### src/sdspi_pkg.sv
// shared types, codes and constants of the sd spi-mode card initialisation sequencer
// no dependencies; used by every module under src
package sdspi_pkg;

    // register indexes on the configuration port (paddr[2])
    localparam logic REG_RETRY_LIMIT  = 1'b0;
    localparam logic REG_BLOCK_LENGTH = 1'b1;

    localparam logic [15:0] RETRY_LIMIT_RST  = 16'd1000;
    localparam logic [12:0] BLOCK_LENGTH_RST = 13'd512;

    // item kinds on the input channel
    localparam logic OP_START = 1'b0;
    localparam logic OP_RESP  = 1'b1;

    // command numbers
    localparam logic [5:0] CMD_GO_IDLE    = 6'd0;
    localparam logic [5:0] CMD_SEND_OP    = 6'd1;
    localparam logic [5:0] CMD_IF_COND    = 6'd8;
    localparam logic [5:0] CMD_SEND_CSD   = 6'd9;
    localparam logic [5:0] CMD_BLOCKLEN   = 6'd16;
    localparam logic [5:0] CMD_SD_OP_COND = 6'd41;
    localparam logic [5:0] CMD_APP        = 6'd55;
    localparam logic [5:0] CMD_READ_OCR   = 6'd58;

    localparam logic [31:0] IF_COND_ARG   = 32'h0000_01AA;
    localparam logic [15:0] IF_COND_ECHO  = 16'h01AA;
    localparam logic [31:0] HCS_ARG       = 32'h4000_0000;
    localparam int          CCS_BIT       = 30;

    // r1 status bits
    localparam logic [7:0] R1_IDLE      = 8'h01;
    localparam logic [7:0] R1_ILLEGAL   = 8'h04;
    localparam logic [7:0] R1_CRC       = 8'h08;
    localparam logic [7:0] R1_ERASE     = 8'h12;
    localparam logic [7:0] R1_PARAM     = 8'h60;

    typedef enum logic [1:0] {
        RESP_R1 = 2'd0,
        RESP_R2 = 2'd1,
        RESP_R3 = 2'd2,
        RESP_R7 = 2'd3
    } t_resp;

    typedef enum logic [2:0] {
        ST_OK          = 3'd0,
        ST_NO_CARD     = 3'd1,
        ST_CRC         = 3'd2,
        ST_ERASE       = 3'd3,
        ST_PARAM       = 3'd4,
        ST_UNSUPPORTED = 3'd5,
        ST_NO_RESPONSE = 3'd6,
        ST_LINK        = 3'd7
    } t_status;

    typedef enum logic [2:0] {
        CARD_UNKNOWN = 3'd0,
        CARD_SD_V1   = 3'd1,
        CARD_MMC     = 3'd2,
        CARD_SD_V2SC = 3'd3,
        CARD_SD_V2HC = 3'd4
    } t_card;

    typedef enum logic [3:0] {
        PH_IDLE   = 4'd0,
        PH_CMD0   = 4'd1,
        PH_CMD8   = 4'd2,
        PH_CMD55  = 4'd3,
        PH_ACMD41 = 4'd4,
        PH_CMD1   = 4'd5,
        PH_CMD58  = 4'd6,
        PH_CMD16  = 4'd7,
        PH_CMD9   = 4'd8
    } t_phase;

    typedef enum logic [3:0] {
        ACT_NONE,
        ACT_FINISH,
        ACT_CMD0,
        ACT_CMD8,
        ACT_CMD55_NEW,
        ACT_CMD55_RETRY,
        ACT_ACMD41,
        ACT_CMD1_NEW,
        ACT_CMD1_RETRY,
        ACT_CMD58,
        ACT_CMD16,
        ACT_CMD9
    } t_act;

    typedef struct packed {
        logic [15:0] retry_limit;
        logic [12:0] block_length;
    } t_cfg;

    typedef struct packed {
        logic        op;
        logic        card_absent;
        logic        link_error;
        logic [7:0]  r1_byte;
        logic [31:0] trailer;
        logic [63:0] csd_high;
        logic [63:0] csd_low;
    } t_item;

    typedef struct packed {
        logic [5:0]  cmd_index;
        logic [31:0] cmd_arg;
        t_resp       resp_kind;
        logic        done_res;
        t_status     status;
        t_card       card_type;
        logic [31:0] block_count;
        logic        fast_clock;
    } t_res;

    typedef struct packed {
        logic        ok;
        logic [31:0] count;
    } t_csd;

    typedef struct packed {
        t_act    act;
        t_status status;
        t_card   new_type;
        logic    type_we;
        logic    hcr;
        logic    clear;
    } t_dec;

    // crc first, then erase, then parameter/address, then illegal command
    function automatic t_status classify_r1(input logic [7:0] r);
        t_status s;
        if ((r & R1_CRC) != 8'd0)          s = ST_CRC;
        else if ((r & R1_ERASE) != 8'd0)   s = ST_ERASE;
        else if ((r & R1_PARAM) != 8'd0)   s = ST_PARAM;
        else if ((r & R1_ILLEGAL) != 8'd0) s = ST_UNSUPPORTED;
        else                               s = ST_OK;
        return s;
    endfunction

endpackage

### src/sdspi_cfg_regs.sv
// apb-style configuration registers: retry limit and cmd16 block length
// depends on sdspi_pkg
module sdspi_cfg_regs (
    input  logic              i_clk,
    input  logic              i_rst_n,
    input  logic              psel,
    input  logic              penable,
    input  logic              pwrite,
    input  logic [2:0]        paddr,
    input  logic [31:0]       pwdata,
    output logic [31:0]       prdata,
    output logic              pready,
    output sdspi_pkg::t_cfg   o_cfg
);

    logic [15:0] r_retry_limit;
    logic [12:0] r_block_length;
    logic        w_wr;

    assign pready = 1'b1;
    assign w_wr   = psel && penable && pwrite && pready;

    always_ff @(posedge i_clk) begin
        if (!i_rst_n) begin
            r_retry_limit  <= sdspi_pkg::RETRY_LIMIT_RST;
            r_block_length <= sdspi_pkg::BLOCK_LENGTH_RST;
        end else if (w_wr) begin
            unique case (paddr[2])
                sdspi_pkg::REG_RETRY_LIMIT:  r_retry_limit  <= pwdata[15:0];
                sdspi_pkg::REG_BLOCK_LENGTH: r_block_length <= pwdata[12:0];
                default: ;
            endcase
        end
    end

    always_comb begin
        unique case (paddr[2])
            sdspi_pkg::REG_RETRY_LIMIT:  prdata = {16'd0, r_retry_limit};
            sdspi_pkg::REG_BLOCK_LENGTH: prdata = {19'd0, r_block_length};
            default:                     prdata = 32'd0;
        endcase
    end

    assign o_cfg.retry_limit  = r_retry_limit;
    assign o_cfg.block_length = r_block_length;

endmodule

### src/sdspi_csd.sv
// csd structure check against card type and capacity in 512-byte blocks
// depends on sdspi_pkg
module sdspi_csd (
    input  logic [63:0]       i_csd_high,
    input  logic [63:0]       i_csd_low,
    input  sdspi_pkg::t_card  i_card,
    output sdspi_pkg::t_csd   o_csd
);

    logic [1:0]  w_struct;
    logic        w_v2;
    // v1 / mmc fields
    logic [11:0] w_c_size;
    logic [2:0]  w_mult;
    logic [3:0]  w_bl_len;
    logic [12:0] w_size_p1;
    logic [4:0]  w_shift;
    logic [36:0] w_bytes;
    // v2 fields
    logic [21:0] w_c_size2;
    logic [22:0] w_size2_p1;
    logic [32:0] w_blocks2;

    assign w_struct = i_csd_high[63:62];

    always_comb begin
        o_csd.ok = ((w_struct == 2'd0) && ((i_card == sdspi_pkg::CARD_SD_V1)
                                        || (i_card == sdspi_pkg::CARD_SD_V2SC)))
                || ((w_struct == 2'd1) && (i_card == sdspi_pkg::CARD_SD_V2HC))
                || ((w_struct <= 2'd1) && (i_card == sdspi_pkg::CARD_MMC));
    end

    assign w_v2 = (w_struct == 2'd1) && (i_card == sdspi_pkg::CARD_SD_V2HC);

    // bytes 6..8, 9..10 and 5 of the csd
    assign w_c_size  = {i_csd_high[9:0], i_csd_low[63:62]};
    assign w_mult    = {i_csd_low[49:48], i_csd_low[47]};
    assign w_bl_len  = i_csd_high[19:16];
    assign w_size_p1 = {1'b0, w_c_size} + 13'd1;
    assign w_shift   = 5'(w_mult) + 5'd2 + 5'(w_bl_len);
    assign w_bytes   = 37'(w_size_p1) << w_shift;

    // c_size of a v2 csd is bytes 7 (low six bits), 8 and 9
    assign w_c_size2  = {i_csd_high[5:0], i_csd_low[63:48]};
    assign w_size2_p1 = {1'b0, w_c_size2} + 23'd1;
    assign w_blocks2  = {w_size2_p1, 10'd0};

    always_comb begin
        if (w_v2) begin
            o_csd.count = w_blocks2[32] ? 32'hFFFF_FFFF : w_blocks2[31:0];
        end else begin
            o_csd.count = {4'd0, w_bytes[36:9]};
        end
    end

endmodule

### src/sdspi_seq.sv
// sequencer state and per-item decision: next command or final result
// depends on sdspi_pkg and sdspi_csd
module sdspi_seq (
    input  logic              i_clk,
    input  logic              i_rst_n,
    input  logic              i_fire,
    input  sdspi_pkg::t_item  i_item,
    input  sdspi_pkg::t_cfg   i_cfg,
    output logic              o_res_valid,
    output sdspi_pkg::t_res   o_res,
    output sdspi_pkg::t_phase o_phase
);

    sdspi_pkg::t_phase  r_phase, n_phase;
    sdspi_pkg::t_card   r_type, n_type;
    logic [15:0]        r_attempts, n_attempts;
    logic               r_hcr, n_hcr;

    sdspi_pkg::t_dec    w_dec;
    sdspi_pkg::t_csd    w_csd;
    sdspi_pkg::t_status w_err;
    logic               w_to_cmd1;

    sdspi_csd u_csd (
        .i_csd_high (i_item.csd_high),
        .i_csd_low  (i_item.csd_low),
        .i_card     (r_type),
        .o_csd      (w_csd)
    );

    assign w_err     = sdspi_pkg::classify_r1(i_item.r1_byte);
    // sd v1 path falls back to cmd1 on any op-cond failure
    assign w_to_cmd1 = (r_phase != sdspi_pkg::PH_CMD1) && !r_hcr;

    // decision
    always_comb begin
        w_dec          = '0;
        w_dec.act      = sdspi_pkg::ACT_NONE;
        w_dec.status   = sdspi_pkg::ST_OK;
        w_dec.new_type = sdspi_pkg::CARD_UNKNOWN;
        if (i_item.op == sdspi_pkg::OP_START) begin
            w_dec.clear = 1'b1;
            if (i_item.card_absent) begin
                w_dec.act    = sdspi_pkg::ACT_FINISH;
                w_dec.status = sdspi_pkg::ST_NO_CARD;
            end else begin
                w_dec.act = sdspi_pkg::ACT_CMD0;
            end
        end else if (r_phase == sdspi_pkg::PH_IDLE) begin
            w_dec.act = sdspi_pkg::ACT_NONE;
        end else if (i_item.link_error) begin
            if ((r_phase == sdspi_pkg::PH_CMD55 || r_phase == sdspi_pkg::PH_ACMD41
                 || r_phase == sdspi_pkg::PH_CMD1) && w_to_cmd1) begin
                w_dec.act = sdspi_pkg::ACT_CMD1_NEW;
            end else begin
                w_dec.act    = sdspi_pkg::ACT_FINISH;
                w_dec.status = sdspi_pkg::ST_LINK;
            end
        end else begin
            unique case (r_phase)
                sdspi_pkg::PH_CMD0: begin
                    if (w_err != sdspi_pkg::ST_OK) begin
                        w_dec.act    = sdspi_pkg::ACT_FINISH;
                        w_dec.status = w_err;
                    end else if ((i_item.r1_byte & sdspi_pkg::R1_IDLE) == 8'd0) begin
                        w_dec.act    = sdspi_pkg::ACT_FINISH;
                        w_dec.status = sdspi_pkg::ST_UNSUPPORTED;
                    end else begin
                        w_dec.act = sdspi_pkg::ACT_CMD8;
                    end
                end
                sdspi_pkg::PH_CMD8: begin
                    if ((i_item.r1_byte & sdspi_pkg::R1_ILLEGAL) != 8'd0) begin
                        // no cmd8 support: older card, no high-capacity request
                        if (w_err != sdspi_pkg::ST_UNSUPPORTED) begin
                            w_dec.act    = sdspi_pkg::ACT_FINISH;
                            w_dec.status = w_err;
                        end else begin
                            w_dec.act = sdspi_pkg::ACT_CMD55_NEW;
                            w_dec.hcr = 1'b0;
                        end
                    end else if (w_err != sdspi_pkg::ST_OK) begin
                        w_dec.act    = sdspi_pkg::ACT_FINISH;
                        w_dec.status = w_err;
                    end else if (i_item.trailer[15:0] != sdspi_pkg::IF_COND_ECHO) begin
                        w_dec.act    = sdspi_pkg::ACT_FINISH;
                        w_dec.status = sdspi_pkg::ST_UNSUPPORTED;
                    end else begin
                        w_dec.act = sdspi_pkg::ACT_CMD55_NEW;
                        w_dec.hcr = 1'b1;
                    end
                end
                sdspi_pkg::PH_CMD55: begin
                    if (w_err != sdspi_pkg::ST_OK) begin
                        if (w_to_cmd1) begin
                            w_dec.act = sdspi_pkg::ACT_CMD1_NEW;
                        end else begin
                            w_dec.act    = sdspi_pkg::ACT_FINISH;
                            w_dec.status = w_err;
                        end
                    end else begin
                        w_dec.act = sdspi_pkg::ACT_ACMD41;
                    end
                end
                sdspi_pkg::PH_ACMD41, sdspi_pkg::PH_CMD1: begin
                    if (w_err != sdspi_pkg::ST_OK) begin
                        if (w_to_cmd1) begin
                            w_dec.act = sdspi_pkg::ACT_CMD1_NEW;
                        end else begin
                            w_dec.act    = sdspi_pkg::ACT_FINISH;
                            w_dec.status = w_err;
                        end
                    end else if ((i_item.r1_byte & sdspi_pkg::R1_IDLE) != 8'd0) begin
                        // still busy: retry while attempts remain
                        if (r_attempts <= 16'd1) begin
                            if (w_to_cmd1) begin
                                w_dec.act = sdspi_pkg::ACT_CMD1_NEW;
                            end else begin
                                w_dec.act    = sdspi_pkg::ACT_FINISH;
                                w_dec.status = sdspi_pkg::ST_NO_RESPONSE;
                            end
                        end else if (r_phase == sdspi_pkg::PH_CMD1) begin
                            w_dec.act = sdspi_pkg::ACT_CMD1_RETRY;
                        end else begin
                            w_dec.act = sdspi_pkg::ACT_CMD55_RETRY;
                        end
                    end else if (r_phase == sdspi_pkg::PH_ACMD41 && r_hcr) begin
                        w_dec.act = sdspi_pkg::ACT_CMD58;
                    end else begin
                        w_dec.act      = sdspi_pkg::ACT_CMD16;
                        w_dec.type_we  = 1'b1;
                        w_dec.new_type = (r_phase == sdspi_pkg::PH_CMD1)
                                       ? sdspi_pkg::CARD_MMC : sdspi_pkg::CARD_SD_V1;
                    end
                end
                sdspi_pkg::PH_CMD58: begin
                    if (w_err != sdspi_pkg::ST_OK) begin
                        w_dec.act    = sdspi_pkg::ACT_FINISH;
                        w_dec.status = w_err;
                    end else if (i_item.trailer[sdspi_pkg::CCS_BIT]) begin
                        w_dec.act      = sdspi_pkg::ACT_CMD9;
                        w_dec.type_we  = 1'b1;
                        w_dec.new_type = sdspi_pkg::CARD_SD_V2HC;
                    end else begin
                        w_dec.act      = sdspi_pkg::ACT_CMD16;
                        w_dec.type_we  = 1'b1;
                        w_dec.new_type = sdspi_pkg::CARD_SD_V2SC;
                    end
                end
                sdspi_pkg::PH_CMD16: begin
                    if (w_err != sdspi_pkg::ST_OK) begin
                        w_dec.act    = sdspi_pkg::ACT_FINISH;
                        w_dec.status = w_err;
                    end else begin
                        w_dec.act = sdspi_pkg::ACT_CMD9;
                    end
                end
                sdspi_pkg::PH_CMD9: begin
                    w_dec.act = sdspi_pkg::ACT_FINISH;
                    if (w_err != sdspi_pkg::ST_OK) begin
                        w_dec.status = w_err;
                    end else if (!w_csd.ok) begin
                        w_dec.status = sdspi_pkg::ST_UNSUPPORTED;
                    end else begin
                        w_dec.status = sdspi_pkg::ST_OK;
                    end
                end
                default: w_dec.act = sdspi_pkg::ACT_NONE;
            endcase
        end
    end

    // next state
    always_comb begin
        n_phase    = r_phase;
        n_type     = r_type;
        n_attempts = r_attempts;
        n_hcr      = r_hcr;
        if (w_dec.clear) begin
            n_type     = sdspi_pkg::CARD_UNKNOWN;
            n_attempts = 16'd0;
            n_hcr      = 1'b0;
        end
        if (w_dec.type_we) begin
            n_type = w_dec.new_type;
        end
        unique case (w_dec.act)
            sdspi_pkg::ACT_NONE:   ;
            sdspi_pkg::ACT_FINISH: n_phase = sdspi_pkg::PH_IDLE;
            sdspi_pkg::ACT_CMD0:   n_phase = sdspi_pkg::PH_CMD0;
            sdspi_pkg::ACT_CMD8:   n_phase = sdspi_pkg::PH_CMD8;
            sdspi_pkg::ACT_CMD55_NEW: begin
                n_phase    = sdspi_pkg::PH_CMD55;
                n_attempts = i_cfg.retry_limit;
                n_hcr      = w_dec.hcr;
            end
            sdspi_pkg::ACT_CMD55_RETRY: begin
                n_phase    = sdspi_pkg::PH_CMD55;
                n_attempts = r_attempts - 16'd1;
            end
            sdspi_pkg::ACT_ACMD41: n_phase = sdspi_pkg::PH_ACMD41;
            sdspi_pkg::ACT_CMD1_NEW: begin
                n_phase    = sdspi_pkg::PH_CMD1;
                n_attempts = i_cfg.retry_limit;
            end
            sdspi_pkg::ACT_CMD1_RETRY: begin
                n_phase    = sdspi_pkg::PH_CMD1;
                n_attempts = r_attempts - 16'd1;
            end
            sdspi_pkg::ACT_CMD58: n_phase = sdspi_pkg::PH_CMD58;
            sdspi_pkg::ACT_CMD16: n_phase = sdspi_pkg::PH_CMD16;
            sdspi_pkg::ACT_CMD9:  n_phase = sdspi_pkg::PH_CMD9;
            default: ;
        endcase
    end

    // result
    always_comb begin
        o_res           = '0;
        o_res.resp_kind = sdspi_pkg::RESP_R1;
        o_res.status    = sdspi_pkg::ST_OK;
        o_res.card_type = sdspi_pkg::CARD_UNKNOWN;
        o_res_valid     = (w_dec.act != sdspi_pkg::ACT_NONE);
        unique case (w_dec.act)
            sdspi_pkg::ACT_NONE: ;
            sdspi_pkg::ACT_FINISH: begin
                o_res.done_res    = 1'b1;
                o_res.status      = w_dec.status;
                o_res.card_type   = w_dec.clear ? sdspi_pkg::CARD_UNKNOWN : r_type;
                o_res.block_count = (w_dec.status == sdspi_pkg::ST_OK) ? w_csd.count : 32'd0;
                o_res.fast_clock  = 1'b1;
            end
            sdspi_pkg::ACT_CMD0: o_res.cmd_index = sdspi_pkg::CMD_GO_IDLE;
            sdspi_pkg::ACT_CMD8: begin
                o_res.cmd_index = sdspi_pkg::CMD_IF_COND;
                o_res.cmd_arg   = sdspi_pkg::IF_COND_ARG;
                o_res.resp_kind = sdspi_pkg::RESP_R7;
            end
            sdspi_pkg::ACT_CMD55_NEW, sdspi_pkg::ACT_CMD55_RETRY:
                o_res.cmd_index = sdspi_pkg::CMD_APP;
            sdspi_pkg::ACT_ACMD41: begin
                o_res.cmd_index = sdspi_pkg::CMD_SD_OP_COND;
                o_res.cmd_arg   = r_hcr ? sdspi_pkg::HCS_ARG : 32'd0;
            end
            sdspi_pkg::ACT_CMD1_NEW, sdspi_pkg::ACT_CMD1_RETRY:
                o_res.cmd_index = sdspi_pkg::CMD_SEND_OP;
            sdspi_pkg::ACT_CMD58: begin
                o_res.cmd_index = sdspi_pkg::CMD_READ_OCR;
                o_res.resp_kind = sdspi_pkg::RESP_R3;
            end
            sdspi_pkg::ACT_CMD16: begin
                o_res.cmd_index = sdspi_pkg::CMD_BLOCKLEN;
                o_res.cmd_arg   = {19'd0, i_cfg.block_length};
            end
            sdspi_pkg::ACT_CMD9: begin
                o_res.cmd_index = sdspi_pkg::CMD_SEND_CSD;
                o_res.resp_kind = sdspi_pkg::RESP_R2;
            end
            default: ;
        endcase
    end

    always_ff @(posedge i_clk) begin
        if (!i_rst_n) begin
            r_phase    <= sdspi_pkg::PH_IDLE;
            r_type     <= sdspi_pkg::CARD_UNKNOWN;
            r_attempts <= 16'd0;
            r_hcr      <= 1'b0;
        end else if (i_fire) begin
            r_phase    <= n_phase;
            r_type     <= n_type;
            r_attempts <= n_attempts;
            r_hcr      <= n_hcr;
        end
    end

    assign o_phase = r_phase;

endmodule

### src/sd_spi_card_init_controller.sv
// top level of the sd spi-mode card initialisation sequencer
// depends on sdspi_pkg, sdspi_cfg_regs, sdspi_seq (and through it sdspi_csd)
//
// usage
//   input stream (s_axis_*): one item per start request or per card response.
//     tuser selects start (0) or response (1); tdata carries the card-detect
//     flag, the transport error flag, r1, the r3/r7 trailer and the csd.
//   output stream (m_axis_*): the next command to send (index, argument,
//     expected response kind) or, with tuser set, the final status, card
//     type and capacity in 512-byte blocks.
//   apb port: retry limit at byte address 0, cmd16 block length at 4.
//     to be written only while no item is in flight; the block does not enforce it.
//   an item is captured in the input register, and the decision logic
//     writes its result into the result register.
//   throughput is one item per cycle while the receiver accepts results;
//     the sequencer state register is the only loop.
//   a response while no sequence runs gives no result; a start item always
//     gives one, aborting whatever sequence was running.
//   reset returns to idle with the default retry limit (1000) and block
//     length (512). when the receiver stalls, the result register holds and
//     the input register takes at most one more item, until it too is full.
module sd_spi_card_init_controller (
    input  logic          i_clk,
    input  logic          i_rst_n,
    // input item
    input  logic          s_axis_tvalid,
    output logic          s_axis_tready,
    // [0] card_absent, [1] link_error, [9:2] r1_byte, [41:10] trailer,
    // [105:42] csd_high, [169:106] csd_low, [175:170] zero
    input  logic [175:0]  s_axis_tdata,
    // [0] op
    input  logic [0:0]    s_axis_tuser,
    // result item
    output logic          m_axis_tvalid,
    input  logic          m_axis_tready,
    // [5:0] cmd_index, [37:6] cmd_arg, [39:38] resp_kind, [42:40] status,
    // [45:43] card_type, [77:46] block_count, [78] fast_clock, [79] zero
    output logic [79:0]   m_axis_tdata,
    // [0] done_res
    output logic [0:0]    m_axis_tuser,
    // configuration
    input  logic          psel,
    input  logic          penable,
    input  logic          pwrite,
    input  logic [2:0]    paddr,
    input  logic [31:0]   pwdata,
    output logic [31:0]   prdata,
    output logic          pready
);

    sdspi_pkg::t_cfg   w_cfg;
    sdspi_pkg::t_item  r_item;
    logic              r_in_valid;
    logic              w_fire;

    logic              w_res_valid;
    sdspi_pkg::t_res   w_res;
    sdspi_pkg::t_phase w_phase;
    logic              r_out_valid;
    sdspi_pkg::t_res   r_out;

    sdspi_cfg_regs u_cfg (
        .i_clk   (i_clk),
        .i_rst_n (i_rst_n),
        .psel    (psel),
        .penable (penable),
        .pwrite  (pwrite),
        .paddr   (paddr),
        .pwdata  (pwdata),
        .prdata  (prdata),
        .pready  (pready),
        .o_cfg   (w_cfg)
    );

    // decision stage advances when the result register is free or draining
    assign w_fire        = r_in_valid && (!r_out_valid || m_axis_tready);
    assign s_axis_tready = !r_in_valid || w_fire;

    // input register
    always_ff @(posedge i_clk) begin
        if (!i_rst_n) begin
            r_in_valid <= 1'b0;
        end else if (s_axis_tready) begin
            r_in_valid <= s_axis_tvalid;
        end
    end

    always_ff @(posedge i_clk) begin
        if (s_axis_tvalid && s_axis_tready) begin
            r_item.op          <= s_axis_tuser[0];
            r_item.card_absent <= s_axis_tdata[0];
            r_item.link_error  <= s_axis_tdata[1];
            r_item.r1_byte     <= s_axis_tdata[9:2];
            r_item.trailer     <= s_axis_tdata[41:10];
            r_item.csd_high    <= s_axis_tdata[105:42];
            r_item.csd_low     <= s_axis_tdata[169:106];
        end
    end

    sdspi_seq u_seq (
        .i_clk       (i_clk),
        .i_rst_n     (i_rst_n),
        .i_fire      (w_fire),
        .i_item      (r_item),
        .i_cfg       (w_cfg),
        .o_res_valid (w_res_valid),
        .o_res       (w_res),
        .o_phase     (w_phase)
    );

    // result register; an item that causes no result simply leaves it empty
    always_ff @(posedge i_clk) begin
        if (!i_rst_n) begin
            r_out_valid <= 1'b0;
        end else if (w_fire) begin
            r_out_valid <= w_res_valid;
        end else if (m_axis_tready) begin
            r_out_valid <= 1'b0;
        end
    end

    always_ff @(posedge i_clk) begin
        if (w_fire && w_res_valid) begin
            r_out <= w_res;
        end
    end

    assign m_axis_tvalid = r_out_valid;
    assign m_axis_tuser  = r_out.done_res;
    assign m_axis_tdata  = {1'b0,
                            r_out.fast_clock,
                            r_out.block_count,
                            r_out.card_type,
                            r_out.status,
                            r_out.resp_kind,
                            r_out.cmd_arg,
                            r_out.cmd_index};

    // a final result always leaves the sequencer idle
    a_finish_idle: assert property (@(posedge i_clk) disable iff (!i_rst_n)
        (w_fire && w_res_valid && w_res.done_res) |=> (w_phase == sdspi_pkg::PH_IDLE))
        else $error("sequencer not idle after final result");

    // a start item always produces a result
    a_start_result: assert property (@(posedge i_clk) disable iff (!i_rst_n)
        (w_fire && (r_item.op == sdspi_pkg::OP_START)) |=> r_out_valid)
        else $error("start item gave no result");

    // a capacity is only reported on a successful final result
    a_count_ok: assert property (@(posedge i_clk) disable iff (!i_rst_n)
        (m_axis_tvalid && (m_axis_tdata[77:46] != 32'd0)) |->
            (m_axis_tuser[0] && (m_axis_tdata[42:40] == sdspi_pkg::ST_OK)))
        else $error("block count on a non-ok result");

    // a stalled result is never overwritten
    a_out_hold: assert property (@(posedge i_clk) disable iff (!i_rst_n)
        (r_out_valid && !m_axis_tready) |-> !w_fire)
        else $error("result register overwritten while stalled");

endmodule

### config.mk
export PLATFORM = sky130hd
export DESIGN_NAME = sd_spi_card_init_controller
export DESIGN_NICKNAME = d
export VERILOG_FILES = /design/src/sdspi_pkg.sv /design/src/sdspi_cfg_regs.sv /design/src/sdspi_csd.sv /design/src/sdspi_seq.sv /design/src/sd_spi_card_init_controller.sv
export SDC_FILE = /design/constraint.sdc
export NUM_CORES = 1
export LEC_CHECK = 0
export ABC_AREA = 1
export BUFFER_PORTS_ARGS = -buffer_cell sky130_fd_sc_hd__buf_2
export CAP_MARGIN = 20
export CORE_AREA = 2 2 164 166
export CTS_CLUSTER_SIZE = 20
export DETAILED_ROUTE_END_ITERATION = 8
export DIE_AREA = 0 0 166 168
export PLACE_DENSITY = 0.92
export SETUP_SLACK_MARGIN = 0.1
export SYNTH_ARGS = -nofsm -noshare
export SYNTH_HDL_FRONTEND = slang
export SYNTH_HIERARCHICAL = 1
export SYNTH_SLANG_ARGS = --single-unit
### constraint.sdc
create_clock -name i_clk -period 8.8 [get_ports i_clk]
set_input_delay 0.44 -clock i_clk [delete_from_list [all_inputs] [get_ports i_clk]]
set_output_delay 0.44 -clock i_clk [all_outputs]
set_load 0.005 [all_outputs]
=== Yosys cells after proc, flatten, opt, wreduce, memory -nomap -nowiden ===
Index checks and enable logic that the tools add are counted.

* Latch bits: 0
* Memories kept: 0
* Input bits: 219
* Memory bits (read-only): 0
* Word-level logic and storage cells: 178
* Bits in writable memories: 0
* Register bits: 304

* Mux-type cells: 72
* Divide/modulo/power cells: 0
* Add/sub/neg operators: 5
* Eq/ne operators: 29
* $lt $le $gt $ge: 2
* Multipliers: 0
* Reductions and logical operators: 44
* Bitwise operators: 1
* Shift-type cells: 1

{| class="wikitable"
|+ Operators with widths
! kind !! count
|-
| $mux W32 || 3
|-
| $pmux W32 S3 || 1
|-
| $mux W3 || 22
|-
| $pmux W32 S2 || 1
|-
| $mux W4 || 12
|-
| $pmux W6 S7 || 1
|-
| $mux W40 || 1
|-
| $shl A13 B5 Y37 || 1
|-
| $pmux W4 S9 || 1
|-
| $eq A4 B3 Y1 const B || 8
|-
| $pmux W16 S2 || 1
|-
| $mux W31 || 1
|-
| $pmux W4 S7 || 1
|-
| $add A22 B1 Y23 const B || 1
|-
| $mux W7 || 3
|-
| $eq A4 B4 Y1 const B || 5
|-
| $pmux W3 S6 || 1
|-
| $eq A4 B2 Y1 const B || 4
|-
| $le A16 B1 Y1 const B || 1
|-
| $mux W16 || 1
|-
| $ne A16 B9 Y1 const B || 1
|-
| $reduce_bool A8 Y1 || 2
|-
| $sub A16 B1 Y16 const B || 1
|-
| $mux W5 || 3
|-
| 33 further kinds || 77
|}

=== Logic depth before layout (Yosys ltp) ===
* Depth after elaboration: 15
* Gate-level depth with buffers: 21
* Gate-level depth less buffers: 20

=== Modules after synthesis ===
The synthesis kept the hierarchy.

{| class="wikitable"
|+ Modules (own cells, without submodules)
! module !! cells an instance !! area an instance (um^2) !! instances
|-
| sd_spi_card_init_controller || 270 || 7,656.1 || 1
|-
| sdspi_seq || 604 || 3,180.6 || 1
|-
| sdspi_csd || 422 || 2,104.5 || 1
|-
| sdspi_cfg_regs || 237 || 1,516.5 || 1
|}

=== Least setup slack after synthesis ===
No wires, ideal clock.

* Kind: reg2reg
* From: register r_item[166] in the netlist's numbering
* To: register r_out (netlist bit m_axis_tdata[0]), enable pin
* Data arrival time: 7.078 ns
* Path slack: 1.106 ns
* Library setup time: 0.616 ns
* Clock period less this slack: 7.694 ns
* Stages on the path, launching flop included: 17
* Cells stage by stage: edfxtp_1 nor2_4 nand2_2 inv_2 nand2_2 nand2_1 nand2_1 nor2_1 nand2_1 nand3_1 nand2_1 nand2_1 buf_4 nor2_1 nand2_1 inv_1 nor3_1

* Word-level cells in the longest chain between the ends: 13

{| class="wikitable"
|+ RTL lines
! element !! line !! text
|-
| start, declared || sd_spi_card_init_controller.sv:52 || <nowiki>sdspi_pkg::t_item r_item;</nowiki>
|-
| $reduce_bool A8 Y1 * || sdspi_pkg.sv:136 || <nowiki>else if ((r & R1_PARAM) != 8'd0) s = ST_PARAM;</nowiki>
|-
| $mux W3 * || sdspi_pkg.sv:136 ||
|-
| $mux W3 * || sdspi_pkg.sv:135 || <nowiki>else if ((r & R1_ERASE) != 8'd0) s = ST_ERASE;</nowiki>
|-
| $mux W3 * || sdspi_pkg.sv:134 || <nowiki>if ((r & R1_CRC) != 8'd0) s = ST_CRC;</nowiki>
|-
| $ne A3 B3 Y1 / $reduce_bool A3 Y1 (equally long branches) || n/a ||
|-
| $mux W3 / $mux W6 (equally long branches) || sdspi_seq.sv:75, sdspi_seq.sv:82 ||
|-
| $mux W6 || sdspi_seq.sv:73 || <nowiki>if ((i_item.r1_byte & sdspi_pkg::R1_ILLEGAL) != 8'd0) begin</nowiki>
|-
| $pmux W4 S7 * || sdspi_seq.sv:60 || <nowiki>unique case (r_phase)</nowiki>
|-
| $mux W7 * || sdspi_seq.sv:51 || <nowiki>end else if (i_item.link_error) begin</nowiki>
|-
| $mux W4 * || sdspi_seq.sv:49 || <nowiki>end else if (r_phase == sdspi_pkg::PH_IDLE) begin</nowiki>
|-
| $mux W7 * || sdspi_seq.sv:41 || <nowiki>if (i_item.op == sdspi_pkg::OP_START) begin</nowiki>
|-
| $reduce_bool A4 Y1 * || sdspi_seq.sv:223 || <nowiki>o_res_valid = (w_dec.act != sdspi_pkg::ACT_NONE);</nowiki>
|-
| net w_res_valid || sd_spi_card_init_controller.sv:56 || <nowiki>logic w_res_valid;</nowiki>
|-
| $logic_and A1 B1 Y1 * || sd_spi_card_init_controller.sv:123 || <nowiki>if (w_fire && w_res_valid) begin</nowiki>
|-
| end signal, assigned || sd_spi_card_init_controller.sv:124 || <nowiki>r_out <= w_res;</nowiki>
|-
| end, declared || sd_spi_card_init_controller.sv:60 || <nowiki>sdspi_pkg::t_res r_out;</nowiki>
|}

Mark *: on every way through the listed nets, which the timed path passes. The rest lies on a longest branch.
A chain may end at the register's enable or synchronous reset.

==> impl_metrics.ini <==
[setup_path]
arrival_ps = 3940
path_max_fanout = 19
cpPeakStageDelay_ps = 950
crit_path_frequent_cell = nand3_1
path_delay_family = adder cells
crit_chain = inv_1, ha_1, inv_1, ha_1, fa_1, clkinv_1, nand3_1, nand3_1, nand3_1, o21ai_0, nand2_1, nor2_1
critical_path.slowest_cell = fa_1
crit_path_start_kind = register
path_buf_inv = 3
end_kind = register
required_ps = 8960
path_class = reg -> reg

[sta]
tightest_slew_ps = 1070
slew_viol_final = 0
fin_crit_sh_pct = 42.95
tns_ps = 0
min_period_ps = 3780
clock.fmax_ghz = 0.2646
hold_viol = 0
setup_viol = 0
max-slew-margin-rel_pct = 28.68
clock_skew_ps = 22.21
rsz0062_at_grt = no

[clock_tree]
clk_pin_slew_ps = 80
ctsHoldBuffers = 0
clk_path_buf_depth = 2
h-tree-depth = 4
numCtsBuffers = 17
cts_root_buffer = clkbuf_16
postCtsSetupBuffers = 0
worstSkewPairLatency_ps = 440
cts_tree = built
cts.sinks = 195
cts_resized = 0

[placement]
postPlaceCellArea_sq_um = 12050
gp_congestion = 0.8981
port_buffers = 181
dp.cells = 1895
dp_hpwl_um = 20250

[grt]
antenna_found_initial = 0
grt_pass1_vias = 9020
grt_pass1_wl_um = 44830
grt_max_degree = 81
grt_usage_pct = 19.81
gr-total-overflow = 0

[die]
start_util_pct = 42.22
dieArea_sq_um = 27890
row_count = 60
die_w_um = 166
ioPinCount = 335
die_y_um = 168
core_area_sq_um = 26350

[power_and_ir_drop]
total_power_w = 0.002270
power_density_nw_per_um2 = 179.0
ir_drop_mv = 0.1093
p_leak_nw = 5.934

[layout]
layout-drive-gt1-share_pct = 17.83
fin_area_sq_um = 12680
diodes = 0
nets = 1804
syn2layout_area_growth_pct = 13.99
fin_cells = 1928

[drt]
routed_via_density = 5.130
drc = 0
routedWlPerCell_um = 14.63
dr.pass1.iters = 6
antenna_left = 0
drtIter0Drc = 1060
drt-total-wl_um = 28200
dr_total_vias = 9890

[yosys]
syn_inst = 1422
yosysWarnings = 6
syn-cell-area_sq_um = 11120
syn_area_per_cell_sq_um = 7.823

[job]
maxCapViolations = 0

[worst_hold_path]
min-delay-path-class = in -> reg

[status]
outcome = finished clean
[metrics by stage]
stage               utilization, %  hold WS [ps]  setup slack, ps
finish                       48.12         172.4             5020
global route                 48.12         145.4             4694
CTS                          48.07         153.9             4815
detailed placement           45.72         485.0             4849
global placement             45.72         477.2             5041
floorplan                        -         451.8             1106
[registers in the layout, indices dropped and copies added, names as in the netlist]
signal                count
r_item                   60
u_seq/o_phase             4
u_seq/r_type              3
u_seq/r_hcr               1
u_cfg/r_retry_limit      16
r_in_valid                1
u_cfg/r_block_length     13
m_axis_tdata             79
u_seq/r_attempts         16
m_axis_tuser              1
m_axis_tvalid             1
[layout by cell type, fill, tap and decap left out, drive strengths merged, types with 2 or more instances in the layout]
cell type / instances
a21oi: 24
a31oi: 3
and3: 2
buf: 185
clkbuf: 17
clkinv: 7
conb: 36
dfxtp: 55
edfxtp: 140
ha: 10
inv: 159
nand2: 425
nand3: 179
nand4: 18
nor2: 222
nor3: 18
o211ai: 7
o21ai: 40
o21bai: 3
or2: 3
xnor2: 4
xor2: 20
[layout make-up]
type | count | area, sq um
timing repair buffer | 185 | 943.4
tap | 341 | 426.7
sequential | 195 | 5305
multi-input combinational | 1024 | 4820
clock inverter | 15 | 193.9
inverter | 151 | 566.8
clock buffer | 17 | 425.4
fill | 2488 | 13670
[final timing paths]
check	from	to	slack, ps	cells after the start
worst max-delay path	r_item[48]$_DFFE_PP_	m_axis_tdata[71]$_DFFE_PP_	5020	12
worst min register to register	u_cfg/r_retry_limit[3]$_SDFFE_PN1P_	u_cfg/r_retry_limit[3]$_SDFFE_PN1P_	490	2
worst min-delay path	s_axis_tdata[1]	r_item[168]$_DFFE_PP_	170	1
worst max register to register	r_item[48]$_DFFE_PP_	m_axis_tdata[71]$_DFFE_PP_	5020	12
[power by group]
group          total, W  switching (W)  internal (W)  leakage (nW)
clock network  0.000817       0.000423      0.000394         0.300
registers       0.00106      0.0000277       0.00103          1.77
logic          0.000396       0.000269      0.000126          3.86
[per-layer routing]
layer	wire [um]	up-vias	GRT usage, %	part of all wire (%)
li1	-	4837	-	-
met5	0	-	0	0
met2	13030	485	32.49	46
met4	835	0	7.750	3.0
met3	2229	58	3.385	7.9
met1	12110	4510	26.29	43
Power figures use the tool's default switching activity.
